**config.mk**
```make
export PLATFORM = sky130hd
export DESIGN_NAME = seven_segment_number_formatter
export DESIGN_NICKNAME = d
export VERILOG_FILES = /design/src/rtl/core/ssnf_pkg.sv /design/src/rtl/core/seven_segment_number_formatter.sv
export SDC_FILE = /design/constraint.sdc
export NUM_CORES = 1
export LEC_CHECK = 0
export ABC_AREA = 1
export BUFFER_PORTS_ARGS = -buffer_cell sky130_fd_sc_hd__buf_2
export CAP_MARGIN = 20
export CORE_MARGIN = 1.5
export CORE_UTILIZATION = 47
export DETAILED_ROUTE_END_ITERATION = 7
export GPL_TIMING_DRIVEN = 0
export PLACE_DENSITY = 0.69
export SLEW_MARGIN = 10
export SYNTH_ARGS = -nofsm -noshare
export SYNTH_HDL_FRONTEND = slang
export SYNTH_SLANG_ARGS = --single-unit
```
**constraint.sdc**
```tcl
create_clock -name clk_i -period 13.29 [get_ports clk_i]
set_input_delay 1.9935 -clock clk_i [delete_from_list [all_inputs] [get_ports clk_i]]
set_output_delay 1.9935 -clock clk_i [all_outputs]
set_load 0.005 [all_outputs]
```
**src/rtl/core/ssnf_pkg.sv**
```systemverilog
`timescale 1ns / 1ps
// ----------------------------------------------------------------------------
// ssnf_pkg: shared types and tables of the seven-segment number formatter
// Request and result structs, scaling constants, digit weight, segment and
// digit-select tables.
// ----------------------------------------------------------------------------
package ssnf_pkg;

  // Display geometry
  localparam int NumRows   = 3;
  localparam int NumDigits = 5;

  // Largest number that fits on five digits
  localparam logic [16:0] MaxShown = 17'd99999;
  localparam logic [7:0]  PointBit = 8'h80;

  // Autoscale thresholds (hundredths)
  localparam logic [23:0] LimitAsIs  = 24'd100000;
  localparam logic [23:0] LimitTenth = 24'd1000000;

  // Reciprocals: x/10 = (x * RecipTen) >> 26, x/100 = (x * RecipHundred) >> 32.
  // Exact for every x that does not end up saturated.
  localparam logic [25:0] RecipTen     = 26'd6710887;
  localparam logic [25:0] RecipHundred = 26'd42949673;

  // Digit positions
  localparam logic [2:0] PosLast  = 3'd4;
  localparam logic [2:0] PosPoint = 3'd2;
  localparam logic [2:0] PosTenth = 3'd3;

  // One request: the number and where to show it
  typedef struct packed {
    logic        func;
    logic [1:0]  row;
    logic [23:0] value;
  } ssnf_req_t;

  // One result: one digit of the display
  typedef struct packed {
    logic [4:0] row_select;
    logic [7:0] segments;
    logic [2:0] digit_position;
    logic       overflow;
    logic       last;
  } ssnf_rsp_t;

  // Decimal weight of a digit position, most significant first
  function automatic logic [16:0] digit_weight(input logic [2:0] pos);
    logic [16:0] w;
    case (pos)
      3'd0:    w = 17'd10000;
      3'd1:    w = 17'd1000;
      3'd2:    w = 17'd100;
      3'd3:    w = 17'd10;
      default: w = 17'd1;
    endcase
    return w;
  endfunction

  // Seven-segment pattern of a decimal digit
  function automatic logic [7:0] seg_pattern(input logic [3:0] digit);
    logic [7:0] s;
    case (digit)
      4'd0:    s = 8'h3F;
      4'd1:    s = 8'h06;
      4'd2:    s = 8'h5B;
      4'd3:    s = 8'h4F;
      4'd4:    s = 8'h66;
      4'd5:    s = 8'h6D;
      4'd6:    s = 8'h7D;
      4'd7:    s = 8'h07;
      4'd8:    s = 8'h7F;
      4'd9:    s = 8'h6F;
      default: s = 8'h00;
    endcase
    return s;
  endfunction

  // Digit-select code per row and position
  function automatic logic [4:0] select_code(input logic [1:0] row, input logic [2:0] pos);
    logic [4:0] c;
    case (row)
      2'd0: begin
        case (pos)
          3'd0:    c = 5'h0E;
          3'd1:    c = 5'h16;
          3'd2:    c = 5'h06;
          3'd3:    c = 5'h1A;
          default: c = 5'h0A;
        endcase
      end
      2'd1: begin
        case (pos)
          3'd0:    c = 5'h12;
          3'd1:    c = 5'h02;
          3'd2:    c = 5'h1C;
          3'd3:    c = 5'h0C;
          default: c = 5'h14;
        endcase
      end
      default: begin
        case (pos)
          3'd0:    c = 5'h04;
          3'd1:    c = 5'h18;
          3'd2:    c = 5'h08;
          3'd3:    c = 5'h10;
          default: c = 5'h00;
        endcase
      end
    endcase
    return c;
  endfunction

endpackage

```
**src/rtl/core/seven_segment_number_formatter.sv**
```systemverilog
`timescale 1ns / 1ps
// ----------------------------------------------------------------------------
// seven_segment_number_formatter: number to five seven-segment digits
// Scales (when func is low) and saturates a number, then emits its five digits, most
// significant first, each with the row's digit-select code.
// ----------------------------------------------------------------------------
//
//  channel | signals                              | direction | per request
//  --------+--------------------------------------+-----------+------------
//  request | in_valid_i, in_stall_o, in_req_i     | in        | 1 item
//  result  | out_valid_o, out_stall_i, out_rsp_o  | out       | 5 items
//
//  A request sits in the input register, where the scaling multiply and
//  saturation run, then moves to the digit unit, which peels off one
//  decimal digit per cycle while the result is not stalled and registers
//  each digit into the result register. The next request is loaded into
//  the digit unit in the cycle its last digit leaves, so back-to-back
//  requests stream with no gap.
//  Reset clears all valid flags; a stalled result holds, and backs up the
//  digit unit and then the input register.

module seven_segment_number_formatter #(
  parameter int NumRows = ssnf_pkg::NumRows
) (
  input  logic                clk_i,
  input  logic                rst_ni,
  input  logic                in_valid_i,
  output logic                in_stall_o,
  input  ssnf_pkg::ssnf_req_t in_req_i,
  output logic                out_valid_o,
  input  logic                out_stall_i,
  output ssnf_pkg::ssnf_rsp_t out_rsp_o
);

  // Input register
  logic                in_valid_q, in_valid_d;
  ssnf_pkg::ssnf_req_t in_q;

  // Digit unit
  logic        busy_q, busy_d;
  logic [2:0]  k_q, k_d;
  logic [16:0] rem_q, rem_d;
  logic [1:0]  row_q;
  logic        pt_en_q;
  logic [2:0]  pt_pos_q;
  logic        ovf_q;

  // Result register
  logic                out_valid_q, out_valid_d;
  ssnf_pkg::ssnf_rsp_t out_q, out_d;

  logic in_accept;
  logic adv;
  logic load;

  // Handshake and flow control
  assign adv       = busy_q && (!out_valid_q || !out_stall_i);
  assign load      = in_valid_q && (!busy_q || (adv && (k_q == ssnf_pkg::PosLast)));
  assign in_stall_o = in_valid_q && !load;
  assign in_accept = in_valid_i && !in_stall_o;

  assign in_valid_d = in_accept ? 1'b1 : (load ? 1'b0 : in_valid_q);

  // Scaling: pick reciprocal, multiply, select range, saturate
  logic [25:0] mul_k;
  logic [49:0] prod;
  logic [23:0] scaled;
  logic        pt_en_c;
  logic [2:0]  pt_pos_c;
  logic [16:0] shown;
  logic        ovf_c;
  logic [1:0]  row_c;

  assign mul_k = (in_q.value < ssnf_pkg::LimitTenth) ? ssnf_pkg::RecipTen
                                                     : ssnf_pkg::RecipHundred;
  assign prod  = {26'd0, in_q.value} * {24'd0, mul_k};

  always_comb begin
    scaled   = in_q.value;
    pt_en_c  = 1'b0;
    pt_pos_c = ssnf_pkg::PosPoint;
    if (!in_q.func) begin
      if (in_q.value < ssnf_pkg::LimitAsIs) begin
        pt_en_c  = 1'b1;
      end else if (in_q.value < ssnf_pkg::LimitTenth) begin
        scaled   = prod[49:26];
        pt_en_c  = 1'b1;
        pt_pos_c = ssnf_pkg::PosTenth;
      end else begin
        scaled   = {6'd0, prod[49:32]};
      end
    end
  end

  assign ovf_c = scaled > {7'd0, ssnf_pkg::MaxShown};
  assign shown = ovf_c ? ssnf_pkg::MaxShown : scaled[16:0];

  // Out-of-range rows fold onto the last row
  assign row_c = (32'(in_q.row) >= NumRows) ? 2'(NumRows - 1) : in_q.row;

  // Digit extraction: compare against the nine multiples of the weight
  logic [16:0] wt;
  logic [16:0] lim [10];
  logic [3:0]  digit;
  logic [7:0]  seg;

  assign wt = ssnf_pkg::digit_weight(k_q);

  always_comb begin
    lim[0] = 17'd0;
    for (int m = 1; m < 10; m++) begin
      lim[m] = 17'(17'(m) * wt);
    end
  end

  always_comb begin
    digit = 4'd0;
    for (int m = 1; m < 10; m++) begin
      if (rem_q >= lim[m]) begin
        digit = 4'(m);
      end
    end
  end

  always_comb begin
    seg = ssnf_pkg::seg_pattern(digit);
    if (pt_en_q && (k_q == pt_pos_q)) begin
      seg = seg | ssnf_pkg::PointBit;
    end
  end

  // Digit unit sequencing
  always_comb begin
    busy_d = busy_q;
    k_d    = k_q;
    rem_d  = rem_q;
    if (adv) begin
      k_d   = k_q + 3'd1;
      rem_d = rem_q - lim[digit];
      if (k_q == ssnf_pkg::PosLast) begin
        busy_d = 1'b0;
      end
    end
    if (load) begin
      busy_d = 1'b1;
      k_d    = 3'd0;
      rem_d  = shown;
    end
  end

  // Result assembly
  always_comb begin
    out_d.row_select     = ssnf_pkg::select_code(row_q, k_q);
    out_d.segments       = seg;
    out_d.digit_position = k_q;
    out_d.overflow       = ovf_q;
    out_d.last           = (k_q == ssnf_pkg::PosLast);
  end

  assign out_valid_d = adv || (out_valid_q && out_stall_i);

  // Control registers
  always_ff @(posedge clk_i or negedge rst_ni) begin
    if (!rst_ni) begin
      in_valid_q  <= 1'b0;
      busy_q      <= 1'b0;
      k_q         <= 3'd0;
      out_valid_q <= 1'b0;
    end else begin
      in_valid_q  <= in_valid_d;
      busy_q      <= busy_d;
      k_q         <= k_d;
      out_valid_q <= out_valid_d;
    end
  end

  // Payload registers
  always_ff @(posedge clk_i) begin
    if (in_accept) begin
      in_q <= in_req_i;
    end
    rem_q <= rem_d;
    if (load) begin
      row_q    <= row_c;
      pt_en_q  <= pt_en_c;
      pt_pos_q <= pt_pos_c;
      ovf_q    <= ovf_c;
    end
    if (adv) begin
      out_q <= out_d;
    end
  end

  assign out_valid_o = out_valid_q;
  assign out_rsp_o   = out_q;

`ifndef SYNTHESIS
  // Position counter never runs past the last digit while busy
  a_pos_range: assert property (@(posedge clk_i) disable iff (!rst_ni)
    busy_q |-> (k_q <= ssnf_pkg::PosLast))
    else $error("digit position out of range");

  // Remainder always fits below ten times the current weight
  a_rem_bound: assert property (@(posedge clk_i) disable iff (!rst_ni)
    busy_q |-> ({3'd0, rem_q} < 20'(20'd10 * {3'd0, wt})))
    else $error("remainder exceeds digit range");

  // The unit stays busy until its last digit has gone out
  a_busy_hold: assert property (@(posedge clk_i) disable iff (!rst_ni)
    (adv && (k_q != ssnf_pkg::PosLast)) |=> busy_q)
    else $error("digit unit dropped a request early");

  // A saturated number never carries a decimal point
  a_ovf_point: assert property (@(posedge clk_i) disable iff (!rst_ni)
    (out_valid_q && out_q.overflow) |-> !out_q.segments[7])
    else $error("decimal point on saturated number");
`endif

endmodule
```
=== Word level (Yosys, flattened, before mapping) ===
Memory sizes are Yosys's and may differ from the RTL's. A register that Yosys moved wholly into a read port is not among the register bits.
Cells that the tools add are included.

* Memories kept: 1
* Output and inout port bits: 20
* Bits in registers: 68
* RAM bits: 0
* Logic and storage cells: 103
* Bits in latches: 0
* Input port bits: 31
* Bits in read-only memories: 112

* Add/sub/neg operators: 2
* Shifts and indexed selects: 0
* Magnitude comparators: 14
* Divide/modulo/power cells: 0
* Mux-type cells: 34
* Bitwise gates (word level): 1
* Reductions and logical operators: 22
* Multipliers: 6
* Eq/ne operators: 6

{| class="wikitable"
|+ Memories
! memory !! words !! width !! rd ports !! clocked after Yosys merged registers in !! wr ports !! line !! text
|-
| (no name shown) || 16 || 7 || 1 || 1 || 0 || ssnf_pkg.sv:63 || <nowiki>case (digit)</nowiki>
|}

{| class="wikitable"
|+ Operator list
! kind !! count
|-
| $ge 17x17->1 || 9
|-
| $mux 17 || 5
|-
| $mux 24 || 3
|-
| $bmux 17 s4 || 1
|-
| $pmux 5 s4 || 3
|-
| $pmux 14 s4 || 1
|-
| $mul 24x26->50 || 1
|-
| $mul 3x17->17 const A || 2
|-
| $mux 4 || 8
|-
| $mux 26 || 1
|-
| $gt 24x17->1 const B || 1
|-
| $lt 24x17->1 const B || 1
|-
| $lt 24x20->1 const B || 1
|-
| $mul 2x17->16 const A || 1
|-
| $mul 2x17->17 const A || 1
|-
| $mul 4x17->17 const A || 1
|-
| $sub 17x17->17 || 1
|-
| $pmux 5 s2 || 1
|-
| $mux 1 || 9
|-
| $logic_and 1x1->1 || 7
|-
| $eq 3x2->1 const B || 2
|-
| $mux 3 || 2
|-
| $reduce_bool 2->1 || 3
|-
| $ge 5x5->1 const B || 1
|-
| 13 further kinds || 19
|}

=== Longest topological paths before layout ===
* Depth after elaboration: 19
* Depth in mapped cells: 55
* Mapped depth without buffers: 54

=== Worst setup path before layout ===
OpenSTA, ideal clock, no wires.

* Kind: register to register
* Start: register in_q[11] (netlist bit)
* End: register rem_q[1], data pin
* Stages on the path, launching flop included: 44
* Library setup time: 0.254 ns
* Data required time: 13.036 ns
* Period minus slack after synthesis: 8.249 ns
* Slack: 5.041 ns
* Arrival: 7.995 ns
* Path buffers: 3
* Path through: edfxtp_1 inv_1 ha_1 nand3_1 nand2_1 inv_1 o21ai_1 nand2_1 nand2_1 nor2_4 inv_2 clkbuf_1 clkbuf_1 nand2_1 inv_1 fa_1 fa_1 fa_1 [... 8 more ...] ha_1 nand2_1 nor2_1 nand2_1 inv_1 and3_1 nand2_1 nand3_1 nand2_1 nand2_1 nand3_1 o21bai_1 nand2_1 nor2_2 nand3_2 buf_6 nor2_1 nor2_1

* Longest elaborated chain between the ends: 9
* Elaborated cells on any way between the ends: 10
* Classes of those cells: mul (1); order compare (3); mux (6)

{| class="wikitable"
|+ Ends and longest elaborated chain
! what !! line !! text
|-
| start, declared || seven_segment_number_formatter.sv:37 || <nowiki>ssnf_pkg::ssnf_req_t in_q;</nowiki>
|-
| start signal, assigned || seven_segment_number_formatter.sv:180 || <nowiki>in_q <= in_req_i;</nowiki>
|-
| $lt 24x20->1 || seven_segment_number_formatter.sv:74, seven_segment_number_formatter.sv:85 ||
|-
| $mux 26 || seven_segment_number_formatter.sv:74 || <nowiki>assign mul_k = (in_q.value < ssnf_pkg::LimitTenth) ? ssnf_pkg::RecipTen</nowiki>
|-
| $mul 24x26->50 || seven_segment_number_formatter.sv:76 || <nowiki>assign prod = {26'd0, in_q.value} * {24'd0, mul_k};</nowiki>
|-
| $mux 24 || seven_segment_number_formatter.sv:85 || <nowiki>end else if (in_q.value < ssnf_pkg::LimitTenth) begin</nowiki>
|-
| $mux 24 || seven_segment_number_formatter.sv:83 || <nowiki>if (in_q.value < ssnf_pkg::LimitAsIs) begin</nowiki>
|-
| $mux 24 * || seven_segment_number_formatter.sv:82 || <nowiki>if (!in_q.func) begin</nowiki>
|-
| $gt 24x17->1 * || seven_segment_number_formatter.sv:95 || <nowiki>assign ovf_c = scaled > {7'd0, ssnf_pkg::MaxShown};</nowiki>
|-
| named net ovf_c || seven_segment_number_formatter.sv:71 || <nowiki>logic ovf_c;</nowiki>
|-
| $mux 17 * || seven_segment_number_formatter.sv:96 || <nowiki>assign shown = ovf_c ? ssnf_pkg::MaxShown : scaled[16:0];</nowiki>
|-
| $mux 17 * || seven_segment_number_formatter.sv:144 || <nowiki>if (load) begin</nowiki>
|-
| named net rem_d[1] || seven_segment_number_formatter.sv:42 || <nowiki>logic [16:0] rem_q, rem_d;</nowiki>
|-
| end signal, assigned || seven_segment_number_formatter.sv:182 || <nowiki>rem_q <= rem_d;</nowiki>
|-
| end, declared || seven_segment_number_formatter.sv:42 ||
|}

Mark *: on every way through the listed nets, which the timed path passes. The rest lies on a longest branch.
A chain may end at the register's enable or synchronous reset.

=== Worst setup path after layout ===
* Start: register in_q[11] (netlist bit)
* End: register rem_q[16], data pin

The elaborated chain is that of the path after synthesis.

==> flow_metrics.py <==
metrics = {
    "critical_path": {
        "max_stage_delay_ns": 0.88,
        "cp_max_fo": 10,
        "rrSetupSlack_ns": 2.13,
        "cp-startpoint": "in_q[11]$_DFFE_PP_",
        "cpMaxStageDelayCell": "edfxtp_1",
        "ff2ff_path_depth": 41,
        "crit_path_end_kind": "flip-flop",
        "arrival_ns": 11.28,
        "reg2reg_from": "in_q[11]$_DFFE_PP_",
        "r2r-end": "rem_q[16]$_DFFE_PP_",
        "worst_setup_path_start_kind": "flip-flop",
        "worst_path_most_repeated_cell": "nand2_1",
        "worstSetupPathType": "flip-flop to flip-flop",
        "cp.required_ns": 13.41,
        "endpoint": "rem_q[16]$_DFFE_PP_",
    },
    "logic_synthesis": {
        "ys_seq_area_frac": 0.0833,
        "synth_top_area_frac": 0.293,
        "netlist_instances": 3330,
        "yosys_warnings": 0,
        "synth_cell_types": 54,
        "synth_edf_count": 66,
        "yosys.area.top_type": "fa_1",
        "synth-async-reset-ratio": 0.0833,
        "synth_area_um2": 25600,
        "synth_flop_cell": "edfxtp_1",
        "avgSynthCellArea_um2": 7.69,
        "synth_area_leaders": "fa_1 (29%), ha_1 (21%), inv_1 (13%)",
        "ys_ff_latch": 72,
    },
    "sta": {
        "relSlewSlack": 0.286,
        "max_freq_mhz": 89.6,
        "min_period_ns": 11.16,
        "drv_slew": 0,
        "clock_skew_ns": 0.00961,
        "rsz0062_at_grt": "no",
        "post-route-period-util": 0.840,
        "tightestPinTransition_ns": 1.07,
        "setup_viol": 0,
        "hold_viol": 0,
        "timing.final.ws_setup_ns": 2.13,
        "tns_ns": 0,
    },
    "clock_tree": {
        "root_buffer": "clkbuf_16",
        "cts.sinks": 72,
        "clock_latency_ns": 0.37,
        "cts_tree": "yes",
        "path_clk_slew_ns": 0.07,
        "cts-resized-gates": 0,
        "post_cts_buffers": 0,
        "cts.path.max_buffers": 2,
        "cts_max_level": 3,
        "cts_buffers": 9,
        "cts_hold_buf": 0,
    },
    "run_status": {
        "outcome": "finished, final reports clean",
    },
    "floorplan": {
        "die_area_um2": 55900,
        "pin_count": 51,
        "die_h_um": 236,
        "die_w_um": 236,
        "core_area_um2": 53800,
        "rows": 85,
        "initial_core_util": 0.476,
    },
    "worst_hold_path": {
        "hp-class": "flip-flop to flip-flop",
    },
    "placement": {
        "portBuffers": 49,
        "post-place-ws_ns": 2.39,
        "place_congestion": 1.04,
        "hpwl_um": 71200,
    },
    "global_routing": {
        "grt_pass1_wl_um": 129000,
        "grt_overflow_total": 0,
        "antenna_found_initial": 0,
        "first_global_vias": 21900,
        "grt_start_max_net_pins": 28,
        "track_usage": 0.305,
    },
    "finish": {
        "nFillCells": 5422,
        "fin_nets": 4262,
        "n_antenna_cell": 0,
        "drive_gt1_frac": 0.0353,
        "area_growth_pct": 6.07,
        "postLayoutCoreUtil": 0.504,
    },
    "drt": {
        "drc": 0,
        "totalWireLength_um": 82600,
        "initialDrtViolationCount": 1786,
        "first_pass_iters": 6,
        "ant_nets": 0,
        "num_vias": 21800,
        "via_per_inst": 5.29,
        "avgRoutedWirePerCell_um": 20.0,
    },
    "job": {
        "cap_violations": 0,
    },
}
## critical path, delay by kind of cell (launching register included)
| family | cells | cell delay (ns) |
|---|---|---|
| fa+ha+maj | 9 | 4.40 |
| buf+inv | 11 | 2.66 |
| compound gates | 2 | 0.27 |
| flops | 1 | 0.88 |
| simple gates | 19 | 2.65 |
## cells in the mapped netlist (9+ instances only)
cell	number
ha_1	430
xnor2_1	12
o21bai_1	10
fa_1	375
inv_1	895
o21ai_0	72
edfxtp_1	66
nand4_1	58
xor2_1	24
a21oi_1	158
a31oi_1	9
nand2_1	675
nand3_1	137
nand3_2	9
o211ai_1	10
nor3_1	19
nor2_1	229
clkbuf_1	23
o21ai_1	9
## cells by family after synthesis
kind of cell,share of synthesized area
DFF,0.0833
buffers and inverters,0.141
adders and majority gates,0.504
xor gates and xnor gates,0.0123
and+or+nand+nor,0.194
AOI/OAI and AO/OA,0.0657
other,0.000293
## placed cells by master (no fill, tap or decap), types with 10 or more instances in the layout
cell,instances
fa_1,375
nor3_1,19
edfxtp_1,66
clkbuf_1,23
nor2_1,229
inv_1,894
o21bai_1,10
buf_2,52
nand3_1,137
nand2_1,675
o211ai_1,10
nand4_1,58
o21ai_0,72
ha_1,430
xor2_1,24
a21oi_1,158
xnor2_1,12
conb_1,38
## final cells by class
type                    count  area (um^2)  area share
multi-input cells        2353        20000       0.736
repair buffers             49          245     0.00903
clock inverters             7         77.6     0.00286
plain buffers              38          214     0.00788
flip-flops and latches     72         2130      0.0785
clock buffers               9          225     0.00830
well taps                 696          871      0.0321
inverters                 903         3390       0.125
## routing by layer
metal	GRT usage	up-vias	routed length [um]	part of all wire
li1	-	10400	-	-
met1	0.400	10400	34300	0.42
met2	0.500	833	38300	0.46
met3	0.0352	213	5120	0.062
met4	0.156	0	4840	0.059
met5	0	-	0	0
## worst min path at each step
| stage | start | to | slack, ns | cells past startpoint |
|---|---|---|---|---|
| global placement | ovf_q$_DFFE_PP_ | out_rsp_o[1]$_DFFE_PP_ | 0.43 | 0 |
| global route | ovf_q$_DFFE_PP_ | out_rsp_o[1]$_DFFE_PP_ | 0.43 | 0 |
| floorplan | ovf_q$_DFFE_PP_ | out_rsp_o[1]$_DFFE_PP_ | 0.40 | 0 |
| detailed placement | ovf_q$_DFFE_PP_ | out_rsp_o[1]$_DFFE_PP_ | 0.40 | 0 |
| CTS | ovf_q$_DFFE_PP_ | out_rsp_o[1]$_DFFE_PP_ | 0.42 | 0 |
| finish | ovf_q$_DFFE_PP_ | out_rsp_o[1]$_DFFE_PP_ | 0.43 | 0 |
## state kept, by name (all words and copies together) (netlist names), 2 cells and up
register / cells
in_q: 27
row_q: 2
out_rsp_o: 17
rem_q: 17
k_q: 3
## metrics by stage
stage          area (um^2)  hold WS [ns]  std cells
2_1_floorplan        25700         0.400       3366
3_3_place_gp         26800         0.430       4111
3_5_place_dp         26800         0.405       4111
4_1_cts              27100         0.424       4127
5_1_grt              27100         0.432       4127
6_report             27100         0.426       4127
Power is left out: the tool's default activity adds up to more than one toggle a clock period on the data nets, which glitch-free logic cannot reach.
